<file path="config.mk">
export PLATFORM = sky130hd
export DESIGN_NAME = ipv4_header_receive_checker_unit
export DESIGN_NICKNAME = d
export VERILOG_FILES = /design/src/design/ipv4hc_pkg.sv /design/src/design/ipv4hc_hdr.sv /design/src/design/ipv4_header_receive_checker_unit.sv
export SDC_FILE = /design/constraint.sdc
export NUM_CORES = 1
export LEC_CHECK = 0
export ABC_AREA = 1
export BUFFER_PORTS_ARGS = -buffer_cell sky130_fd_sc_hd__clkbuf_2
export CAP_MARGIN = 0
export CORE_UTILIZATION = 55
export CTS_CLUSTER_DIAMETER = 120
export DETAILED_ROUTE_END_ITERATION = 16
export GPL_ROUTABILITY_DRIVEN = 0
export MAX_ROUTING_LAYER = met4
export PLACE_DENSITY = 0.77
export SLEW_MARGIN = 0
export SYNTH_ARGS = -nofsm -noshare
export SYNTH_HDL_FRONTEND = slang
export SYNTH_SLANG_ARGS = --single-unit
export TNS_END_PERCENT = 100
</file>
<file path="constraint.sdc">
create_clock -name clk_i -period 9.4 [get_ports clk_i]
set_input_delay 0 -clock clk_i [delete_from_list [all_inputs] [get_ports clk_i]]
set_output_delay 0 -clock clk_i [all_outputs]
set_load 0.05 [all_outputs]
</file>
<file path="src/design/ipv4hc_pkg.sv">
// shared types, constants and the ones' complement add for the ipv4 header checker
`default_nettype none

package ipv4hc_pkg;

  localparam logic [3:0] IpVersionOk   = 4'd4;
  localparam logic [3:0] MinIhl        = 4'd5;
  localparam logic [15:0] OnesMask     = 16'hffff;
  localparam logic [7:0] ProtoNumIcmp  = 8'd1;
  localparam logic [7:0] ProtoNumTcp   = 8'd6;
  localparam logic [4:0] ProtoWordIdx  = 5'd4;

  typedef enum logic [2:0] {
    VERDICT_OK_ICMP      = 3'd0,
    VERDICT_OK_TCP       = 3'd1,
    VERDICT_OK_OTHER     = 3'd2,
    VERDICT_BAD_VERSION  = 3'd3,
    VERDICT_BAD_HLEN     = 3'd4,
    VERDICT_BAD_CHECKSUM = 3'd5
  } verdict_e;

  typedef struct packed {
    verdict_e   verdict;
    logic [7:0] protocol;
    logic [5:0] header_bytes;
  } result_t;

  function automatic logic [15:0] ones_add(input logic [15:0] a, input logic [15:0] b);
    logic [16:0] s;
    s = {1'b0, a} + {1'b0, b};
    return s[15:0] + {15'd0, s[16]};
  endfunction

endpackage

`default_nettype wire

</file>
<file path="src/design/ipv4hc_hdr.sv">
// header state, checksum accumulation and verdict logic for one word per step
`default_nettype none

module ipv4hc_hdr (
  input  logic                 clk_i,
  input  logic                 rst_ni,
  input  logic                 step_i,
  input  logic [15:0]          word_i,
  input  logic                 first_i,
  output logic                 emit_o,
  output ipv4hc_pkg::result_t  result_o
);
  import ipv4hc_pkg::*;

  logic        in_header_q, in_header_d;
  logic [4:0]  word_count_q, word_count_d;
  logic [4:0]  header_words_q, header_words_d;
  logic [15:0] running_sum_q, running_sum_d;
  logic [7:0]  protocol_seen_q, protocol_seen_d;

  logic [3:0]  version;
  logic [3:0]  ihl;
  logic [15:0] sum_add;

  assign version = word_i[15:12];
  assign ihl     = word_i[11:8];
  assign sum_add = ones_add(running_sum_q, word_i);

  always_comb begin
    in_header_d     = in_header_q;
    word_count_d    = word_count_q;
    header_words_d  = header_words_q;
    running_sum_d   = running_sum_q;
    protocol_seen_d = protocol_seen_q;
    emit_o          = 1'b0;
    result_o.verdict      = VERDICT_OK_OTHER;
    result_o.protocol     = 8'd0;
    result_o.header_bytes = {ihl, 2'b00};
    if (first_i) begin
      in_header_d     = 1'b0;
      word_count_d    = 5'd0;
      header_words_d  = 5'd0;
      running_sum_d   = 16'd0;
      protocol_seen_d = 8'd0;
      if (version != IpVersionOk) begin
        emit_o           = 1'b1;
        result_o.verdict = VERDICT_BAD_VERSION;
      end else if (ihl < MinIhl) begin
        emit_o           = 1'b1;
        result_o.verdict = VERDICT_BAD_HLEN;
      end else begin
        in_header_d    = 1'b1;
        header_words_d = {ihl, 1'b0};
        running_sum_d  = word_i;
        word_count_d   = 5'd1;
      end
    end else if (in_header_q) begin
      running_sum_d = sum_add;
      if (word_count_q == ProtoWordIdx) begin
        protocol_seen_d = word_i[7:0];
      end
      word_count_d = word_count_q + 5'd1;
      if (word_count_d == header_words_q) begin
        in_header_d           = 1'b0;
        emit_o                = 1'b1;
        result_o.protocol     = protocol_seen_d;
        result_o.header_bytes = {header_words_q, 1'b0};
        priority if (sum_add != OnesMask) begin
          result_o.verdict = VERDICT_BAD_CHECKSUM;
        end else if (protocol_seen_d == ProtoNumIcmp) begin
          result_o.verdict = VERDICT_OK_ICMP;
        end else if (protocol_seen_d == ProtoNumTcp) begin
          result_o.verdict = VERDICT_OK_TCP;
        end else begin
          result_o.verdict = VERDICT_OK_OTHER;
        end
      end
    end
  end

  always_ff @(posedge clk_i or negedge rst_ni) begin
    if (!rst_ni) begin
      in_header_q     <= 1'b0;
      word_count_q    <= 5'd0;
      header_words_q  <= 5'd0;
      running_sum_q   <= 16'd0;
      protocol_seen_q <= 8'd0;
    end else if (step_i) begin
      in_header_q     <= in_header_d;
      word_count_q    <= word_count_d;
      header_words_q  <= header_words_d;
      running_sum_q   <= running_sum_d;
      protocol_seen_q <= protocol_seen_d;
    end
  end

endmodule

`default_nettype wire

</file>
<file path="src/design/ipv4_header_receive_checker_unit.sv">
// top level of the ipv4 header receive checker
`default_nettype none

// Checks IPv4 headers arriving as 16-bit network-order words, one request per
// word with the first word of a packet flagged. A word is taken every cycle
// unless its verdict meets a stalled output: each word passes an input register,
// then one stage that does the 16-bit end-around-carry add and the header state
// update, then the result register, which holds a verdict until it is taken.
// A bad version or a header under 20 bytes is reported on the first word;
// otherwise one verdict follows the last header word. Payload words give
// no result. A flagged word drops an unfinished header silently.
module ipv4_header_receive_checker_unit (
  input  logic        clk_i,
  input  logic        rst_ni,
  input  logic        in_valid_i,
  output logic        in_ready_o,
  input  logic [15:0] word_i,
  input  logic        first_i,
  output logic        out_valid_o,
  input  logic        out_ready_i,
  output logic [2:0]  verdict_o,
  output logic [7:0]  protocol_o,
  output logic [5:0]  header_bytes_o
);
  import ipv4hc_pkg::*;

  logic        in_valid_q;
  logic [15:0] word_q;
  logic        first_q;
  logic        out_valid_q;
  result_t     result_q;
  result_t     result;
  logic        emit;
  logic        advance;

  ipv4hc_hdr u_hdr (
    .clk_i    (clk_i),
    .rst_ni   (rst_ni),
    .step_i   (advance),
    .word_i   (word_q),
    .first_i  (first_q),
    .emit_o   (emit),
    .result_o (result)
  );

  assign advance    = in_valid_q && (!emit || !out_valid_q || out_ready_i);
  assign in_ready_o = !in_valid_q || advance;

  always_ff @(posedge clk_i or negedge rst_ni) begin
    if (!rst_ni) begin
      in_valid_q <= 1'b0;
    end else if (in_ready_o) begin
      in_valid_q <= in_valid_i;
    end
  end

  always_ff @(posedge clk_i) begin
    if (in_ready_o && in_valid_i) begin
      word_q  <= word_i;
      first_q <= first_i;
    end
  end

  always_ff @(posedge clk_i or negedge rst_ni) begin
    if (!rst_ni) begin
      out_valid_q <= 1'b0;
    end else if (advance && emit) begin
      out_valid_q <= 1'b1;
    end else if (out_ready_i) begin
      out_valid_q <= 1'b0;
    end
  end

  always_ff @(posedge clk_i) begin
    if (advance && emit) begin
      result_q <= result;
    end
  end

  assign out_valid_o    = out_valid_q;
  assign verdict_o      = result_q.verdict;
  assign protocol_o     = result_q.protocol;
  assign header_bytes_o = result_q.header_bytes;

endmodule

`default_nettype wire

</file>
* Word level (Yosys, flattened, before mapping)
Index checks and enable logic that the tools add are counted.
** Operators by class
- Mux-type cells :: 36
- $add $sub $neg :: 3
- Bitwise gates (word level) :: 2
- Reduce and logical (&&, ||, !) cells :: 15
- Eq/ne operators :: 6
- Order comparisons :: 1
** Operators by type and width (count)
- 2-to-1 mux 16 bit :: 4
- 2-to-1 mux 8 bit :: 5
- 2-to-1 mux 17 bit :: 2
- 2-to-1 mux 5 bit :: 5
- adder 16 x 16 -> 17 bit :: 1
- adder 16 x 1 -> 16 bit :: 1
- inequality test 16 bit (second input constant) :: 1
- 2-to-1 mux 1 bit :: 13
- 2-to-1 mux 3 bit :: 4
- == test 8 x 1 -> 1 bit (second input constant) :: 1
- == test 8 x 3 -> 1 bit (second input constant) :: 1
- 2-to-1 mux 6 bit :: 1
- adder 5 x 1 -> 5 bit (second input constant) :: 1
- == test 5 x 3 -> 1 bit (second input constant) :: 1
- == test 5 bit :: 1
- less-than comparator 4 x 3 -> 1 bit (second input constant) :: 1
- 2-to-1 mux 2 bit :: 2
- inequality test 4 x 3 -> 1 bit (second input constant) :: 1
- AND reduction 2 bit :: 2
- nonzero test 2 bit :: 2
- logical AND 1 bit :: 3
- zero test 1 bit :: 3
- logical OR 1 bit :: 3
- OR reduction 3 bit :: 1
- other kinds (2) :: 3
** Storage, ports and cells
- Bits of input ports :: 21
- Flip-flop bits (word level) :: 71
- Output and inout port bits :: 19

* Longest topological paths before layout
Gate-level depths: netlist of the first run.
- Word-level depth :: 11
- Mapped depth :: 30
- Gate-level depth less buffers :: 30

* By module
Synthesis of the first run repeated with hierarchy kept, for this count alone.
** Unflattened totals
- Cells, all modules :: 599
- Area total of the unflattened synthesis :: 4544.4 sq um
** By module, submodules not included
- ipv4hc_hdr :: seq. area each 850.8 sq um, instances 1, area each 3415.8 sq um, cells each 551
- ipv4_header_receive_checker_unit :: seq. area each 1071.0 sq um, instances 1, area each 1128.6 sq um, cells each 48

* Worst setup path before layout of the first run
OpenSTA, ideal clock, no wires.
- Kind :: reg-to-reg
- From :: register word_q[0]
- To :: register result_q (netlist bit verdict_o[2]) (data pin)
- Slack :: 5.970 ns
- Data required time :: 9.143 ns
- Cell stages (with the launch flop) :: 28
- Library setup time :: 0.257 ns
- Period minus slack after synthesis :: 3.430 ns
- Arrival :: 3.173 ns
- Buffers on the path :: 0
- Cells stage by stage :: edfxtp_1 > ha_1 > inv_1 > fa_1 > inv_1 > nand2_2 > nand2_1 > nand3_2 > nand2_1 > nand2_1 > nand2_1 > a21oi_1 > o21bai_1 > ha_1 > ha_1 > inv_1 > nor2_8 > nand3_4 > nor2_4 > nand2_2 > nor2_4 > nand3_1 > nand2_1 > nand2_2 > nor2_2 > nand3_2 > nand2_2 > nand2_2
** RTL lines
- start, declared :: RTL line ipv4_header_receive_checker_unit.sv:28 : logic [15:0] word_q;
- start signal, assigned :: RTL line ipv4_header_receive_checker_unit.sv:59 : word_q <= word_i;
- end signal, assigned :: RTL line ipv4_header_receive_checker_unit.sv:76 : result_q <= result;
- end, declared :: RTL line ipv4_header_receive_checker_unit.sv:31 : result_t result_q;

==> flow_metrics.env, run 1 <==
export IMPL_io_pins=40
export IMPL_regArea_sq_um=1860
export IMPL_irDropWorstVdd_mv=0.171
export IMPL_cellPowerDensity_nw_per_um2=236
export IMPL_dieArea_sq_um=9020
export IMPL_drc=0
export IMPL_port_buffers=37
export IMPL_cts_sinks=68
export IMPL_die_y_microns=95.0
export IMPL_period_needed_ps=3930
export IMPL_synth_seq_cells=68
export IMPL_ys_warn_count=0
export IMPL_cts_root_buf="clkbuf_8"
export IMPL_clk_latency_ps=350
export IMPL_vias_per_cell=5.48
export IMPL_grt_first_pass_wirelength_microns=18900
export IMPL_fin_tns_setup_ps=0
export IMPL_crit_arrival_ps=4020
export IMPL_setup_ws_ps=5470
export IMPL_startpoint_type="register"
export IMPL_hold_viol=0
export IMPL_final_nets=720
export IMPL_routedWlPerCell_microns=15.0
export IMPL_maxSlewHeadroom_pct=38.2
export IMPL_dieWidth_microns=95.0
export IMPL_cts_max_level=3
export IMPL_cts_tree="done"
export IMPL_slew_violations=0
export IMPL_finalSetupViolCount=0
export IMPL_initial_core_util_pct=57.3
export IMPL_first_global_vias=4144
export IMPL_endpoint_kind="register"
export IMPL_dp_hpwl_microns=8810
export IMPL_drtIter0Drc=290
export IMPL_synth_area_sq_um=4760
export IMPL_final_antenna_net_count=0
export IMPL_synth_area_leader_cell="edfxtp_1"
export IMPL_grt_usage_pct=28.8
export IMPL_num_antenna_cells=0
export IMPL_yosysSeqAreaShare_pct=39.1
export IMPL_status="complete, no violations"
export IMPL_antenna_found_initial=0
export IMPL_leakage_nw=2.70
export IMPL_row_count=33
export IMPL_async_flop_share_pct=52.9
export IMPL_synth_edf_count=32
export IMPL_path_class="register to register"
export IMPL_pre_cts_ws_ps=5560
export IMPL_synth_ff_type="dfrtp_1"
export IMPL_fillerInstances=681
export IMPL_tightest_slew_ps=927
export IMPL_drv_cap=0
export IMPL_multi_input_area_sq_um=2490
export IMPL_postSynthCellCount=621
export IMPL_overflow=0
export IMPL_synth_most_common_cell="nand2_1"
export IMPL_skew_ps=6.91
export IMPL_syn2layout_area_growth_pct=14.4
export IMPL_ys_types=42
export IMPL_fmax_mhz=255
export IMPL_hold_class="input port to asynchronous set/reset pin"
export IMPL_grt_max_degree=37
export IMPL_coreArea_sq_um=8300
export IMPL_rsz0062_at_grt="no"
export IMPL_clkTransAtPathRegs_ps=70
export IMPL_layout_drive_gt1_share_pct=17.0
export IMPL_via_count=4320
export IMPL_wl_microns=11800
export IMPL_post_cts_buffers=0
export IMPL_synth_area_top_cells="edfxtp_1 (20%), dfrtp_1 (19%), nand2_1 (15%)"
export IMPL_numCtsBuffers=9
export IMPL_reg2reg_depth=27
export IMPL_avgSynthCellArea_sq_um=7.66
export IMPL_netlist_area_leader_share_pct=20.2
export IMPL_cp_required_ps=9490
export IMPL_yosys_top_cells_count="nand2_1 (195), inv_1 (79), nand3_1 (50)"
export IMPL_cp_max_fo=4
export IMPL_cts_path_max_buffers=2
export IMPL_finalCritPeriodShare_pct=41.8
export IMPL_drtPass1Iterations=6
[registers in the layout, indices dropped and copies added (netlist names)]
signal                 count
u_hdr.running_sum_q       16
u_hdr.word_count_q         5
first_q                    1
u_hdr.in_header_q          1
protocol_o                 8
in_valid_q                 1
verdict_o                  3
u_hdr.header_words_q       4
header_bytes_o             4
u_hdr.protocol_seen_q      8
word_q                    16
out_valid_o                1
[placed cells by master (no fill, tap or decap), drive strengths merged, types with 3 or more instances in the layout]
cell and count:
nand2 217, inv 85, nand3 62, nor2 62, clkbuf 48, dfrtp 36, edfxtp 32, o21ai 28
ha 20, dlygate4sd3 20, a21oi 16, nand4 12, o31ai 7, mux2i 5, xor2 5, nor3 4
bufinv 3
[final cells by class]
class | count | area share (%)
clock buffer | 11 | 2.60
tap | 105 | 2.42
clock inverter | 5 | 1.82
timing repair buffer | 58 | 7.22
sequential | 68 | 34.2
multi-input combinational | 456 | 45.8
inverter | 85 | 5.87
[where the power goes]
| part | switching [mW] | total (mW) | internal [mW] |
|---|---|---|---|
| logic | 0.413 | 0.606 | 0.193 |
| clock network | 0.112 | 0.294 | 0.182 |
| registers | 0.0301 | 0.382 | 0.352 |
[cell families after synthesis]
logic type	count (synthesis)	synth area share (%)
flops	68	39.1
compound gates	61	7.74
buf+inv	98	8.50
simple gates	362	36.9
mux	5	1.05
fa+ha+maj	21	5.68
other cells	1	0.0789
xor+xnor	5	0.921
[critical path, cell delays in order (launching register included)]
cell      delay (ps)
edfxtp_1         410
ha_1             250
inv_1             70
fa_1             400
inv_1            140
nand2_2          100
nand2_1           90
nand3_2           90
nand2_1          110
nand2_1           80
nand2_1           90
a21oi_1           60
o21bai_1         170
ha_1             190
ha_1             170
inv_1            100
nor2_8           140
nand3_4          100
nor2_4           130
nand2_2           90
nor2_4           140
nor2_1            70
nor2_2           100
nand2_1           70
nor2_2            90
nand3_2           80
nand2_2           70
nand2_2           60
[per-stage QoR]
step / std cells / cell area (sq um) / utilization, % / total power [mW] / hold slack (ps)
floorplan: 622 / 4760 / - / 0.848 / -296
global placement: 752 / 5000 / 60.2 / 0.960 / 175
detailed placement: 752 / 5000 / 60.2 / 0.975 / 179
CTS: 788 / 5440 / 65.5 / 1.28 / 344
global route: 788 / 5440 / 65.5 / 1.37 / 350
finish: 788 / 5440 / 65.5 / 1.28 / 317
[layer usage]
metal / vias up / track usage, % / part of all wire [%]
li1: 2128 / - / -
met1: 2000 / 33.4 / 42
met2: 161 / 47.8 / 49
met3: 31 / 5.80 / 5.5
met4: 0 / 13.1 / 3.4
met5: - / - / 0
[path summary, 6_finish.rpt]
check | to | slack [ps] | start
max | verdict_o[2] | 5470 | word_q[0]
min in group clk_i | word_q[9] | 360 | word_i[9]
min | u_hdr.running_sum_q[1] | 320 | rst_ni
min reg2reg | u_hdr.protocol_seen_q[6] | 490 | u_hdr.protocol_seen_q[6]
max in group asynchronous | u_hdr.running_sum_q[14] | 8500 | rst_ni
max reg2reg | verdict_o[2] | 5470 | word_q[0]
[what timing repair did]
| action | CTS | global route |
|---|---|---|
| gates resized for setup | 0 | 0 |
| hold endpoints to repair | 55 | 0 |
| hold buffers | 20 | 0 |
No activity file was read; power rests on OpenSTA's default activity.
==> inputs of run 2 (changes only) <==
Settings changed: PLACE_DENSITY 0.77 to 0.8.
Clock period 9.4 ns to 3.45 ns, I/O delays scaled along.
==> flow_metrics.env, run 2 (synthesis gave the netlist of run 1 again) <==
export IMPL_worst_path_most_repeated_cell="nand2_2"
export IMPL_layout_drive_gt1_share_pct=26.6
export IMPL_cts_path_max_buffers=2
export IMPL_drv_cap=0
export IMPL_violations="negative setup slack"
export IMPL_finalCritPeriodShare_pct=104
export IMPL_final_nets=769
export IMPL_vias_per_cell=5.60
export IMPL_reg_largest_list="u_hdr.running_sum_q: 16 flops, word_q: 16 flops"
export IMPL_irDropWorstVdd_mv=0.331
export IMPL_skew_ps=7.87
export IMPL_first_global_vias=4454
export IMPL_setup_ws_ps=-149
export IMPL_critical_path_endpoint="verdict_o[1]"
export IMPL_dieArea_sq_um=9020
export IMPL_routedWlPerCell_microns=15.7
export IMPL_fillerInstances=602
export IMPL_cp_startpoint="u_hdr.running_sum_q[0]"
export IMPL_cts_root_buf="clkbuf_8"
export IMPL_hold_class="input port to asynchronous set/reset pin"
export IMPL_drtPass1Iterations=5
export IMPL_regArea_sq_um=1860
export IMPL_cellPowerDensity_nw_per_um2=631
export IMPL_fin_util_pct=70.8
export IMPL_dp_hpwl_microns=9120
export IMPL_reg2reg_from="u_hdr.running_sum_q[0]"
export IMPL_coreArea_sq_um=8300
export IMPL_rsz0062_at_grt="yes"
export IMPL_die_y_microns=95.0
export IMPL_r2r_slack_ps=-150
export IMPL_syn2layout_area_growth_pct=23.5
export IMPL_row_count=33
export IMPL_period_needed_ps=3600
export IMPL_grt_first_pass_wirelength_microns=20400
export IMPL_cp_required_ps=3550
export IMPL_initial_core_util_pct=57.3
export IMPL_cp_max_fo=4
export IMPL_io_pins=40
export IMPL_timing_hold_ws_ps=339
export IMPL_clk_latency_ps=350
export IMPL_tightest_slew_ps=973
export IMPL_overflow=0
export IMPL_r2r_end="verdict_o[1]"
export IMPL_leakage_nw=2.92
export IMPL_dieWidth_microns=95.0
export IMPL_crit_arrival_ps=3700
export IMPL_finalSetupViolCount=3
export IMPL_wl_microns=13200
export IMPL_cts_sinks=68
export IMPL_path_class="register to register"
export IMPL_antenna_found_initial=0
export IMPL_clkTransAtPathRegs_ps=70
export IMPL_final_cell_mix="nand2_1 (180), inv_1 (75), nand3_1 (49), buf_4 (49), nor2_1 (40)"
export IMPL_hold_viol=0
export IMPL_endpoint_kind="register"
export IMPL_cts_tree="done"
export IMPL_drc=0
export IMPL_fmax_mhz=278
export IMPL_instances_no_fill=837
export IMPL_maxSlewHeadroom_pct=35.2
export IMPL_startpoint_type="register"
export IMPL_placed_cells=780
export IMPL_grt_max_degree=37
export IMPL_p_total_mw=3.71
export IMPL_cpPeakStageDelay_ps=380
export IMPL_multi_input_area_sq_um=2610
export IMPL_slew_violations=0
export IMPL_numCtsBuffers=9
export IMPL_reg2reg_depth=29
export IMPL_num_antenna_cells=0
export IMPL_cts_max_level=3
export IMPL_crit_slowest_cell="dfrtp_1"
export IMPL_port_buffers=37
export IMPL_via_count=4689
export IMPL_grt_usage_pct=31.0
export IMPL_final_common_cell="nand2_1"
export IMPL_status="finished, violations left"
export IMPL_drtIter0Drc=291
export IMPL_final_antenna_net_count=0
## run 2: cell types whose count changed in the layout (fill, tap and decap cells not counted), sizes merged
cell / change
clkinv: -1
bufinv: -2
clkbuf: +3
buf: +49
## run 2: final cells by class
cell class / instances / share of cell area [%]
multi-input cells: 456 / 44.4
flip-flops and latches: 68 / 31.7
repair buffers: 107 / 13.0
inverters: 85 / 5.47
clock buffers: 14 / 2.60
well taps: 105 / 2.24
clock inverters: 2 / 0.596
## run 2: timing repair
action,in CTS,in global routing
endpoints found under the setup margin,5,9
hold buffers,20,0
cloned,0,0
pin swaps,25,26
hold endpoints to repair,55,0
setup buffers,15,6
resized for setup,23,19
## run 2: per-layer routing
| metal | vias to the layer above | global-route usage [%] | routed length, microns |
|---|---|---|---|
| met2 | 237 | 51.6 | 6530 |
| met1 | 2174 | 35.0 | 5220 |
| met3 | 56 | 6.20 | 842 |
| met5 | - | - | 0 |
| li1 | 2222 | - | - |
| met4 | 0 | 16.4 | 568 |
## run 2: stage by stage
step	setup slack [ps]	setup TNS [ps]	area (sq um)
after CTS	-72.0	-187	5780
after global routing	-337	-1130	5880
after detailed placement	-211	-589	5210
after floorplan	20.3	0	4760
final	-149	-395	5880
after global placement	43.8	0	5210
## run 2: worst min path at each step
| stage | to | slack [ps] | cells after the start |
|---|---|---|---|
| 6_report | u_hdr.running_sum_q[1] | 340 | 2 |
| 5_1_grt | word_q[1] | 370 | 2 |
| 4_1_cts | word_q[14] | 350 | 2 |
| 3_5_place_dp | first_q | 180 | 1 |
| 3_3_place_gp | u_hdr.running_sum_q[1] | 180 | 1 |
| 2_1_floorplan | in_valid_q | -300 | 0 |
## run 2: power breakdown
| group | internal (mW) | total [mW] | leakage [nW] | switching (mW) |
|---|---|---|---|---|
| Sequential | 0.960 | 1.04 | 0.778 | 0.0785 |
| Combinational | 0.728 | 2.02 | 2.05 | 1.29 |
| Clock | 0.354 | 0.650 | 0.0947 | 0.296 |
| Total | 2.04 | 3.71 | 2.92 | 1.66 |
## run 2: worst max-delay path, delay by kind of cell, from the launching register on
kind / cells / cell delay [ps]
AO/OA/AOI/OAI: 2 / 230
buffers and inverters: 4 / 200
adder cells (fa/ha/maj): 4 / 980
AND/OR/NAND/NOR: 19 / 1540
flip-flops: 1 / 380
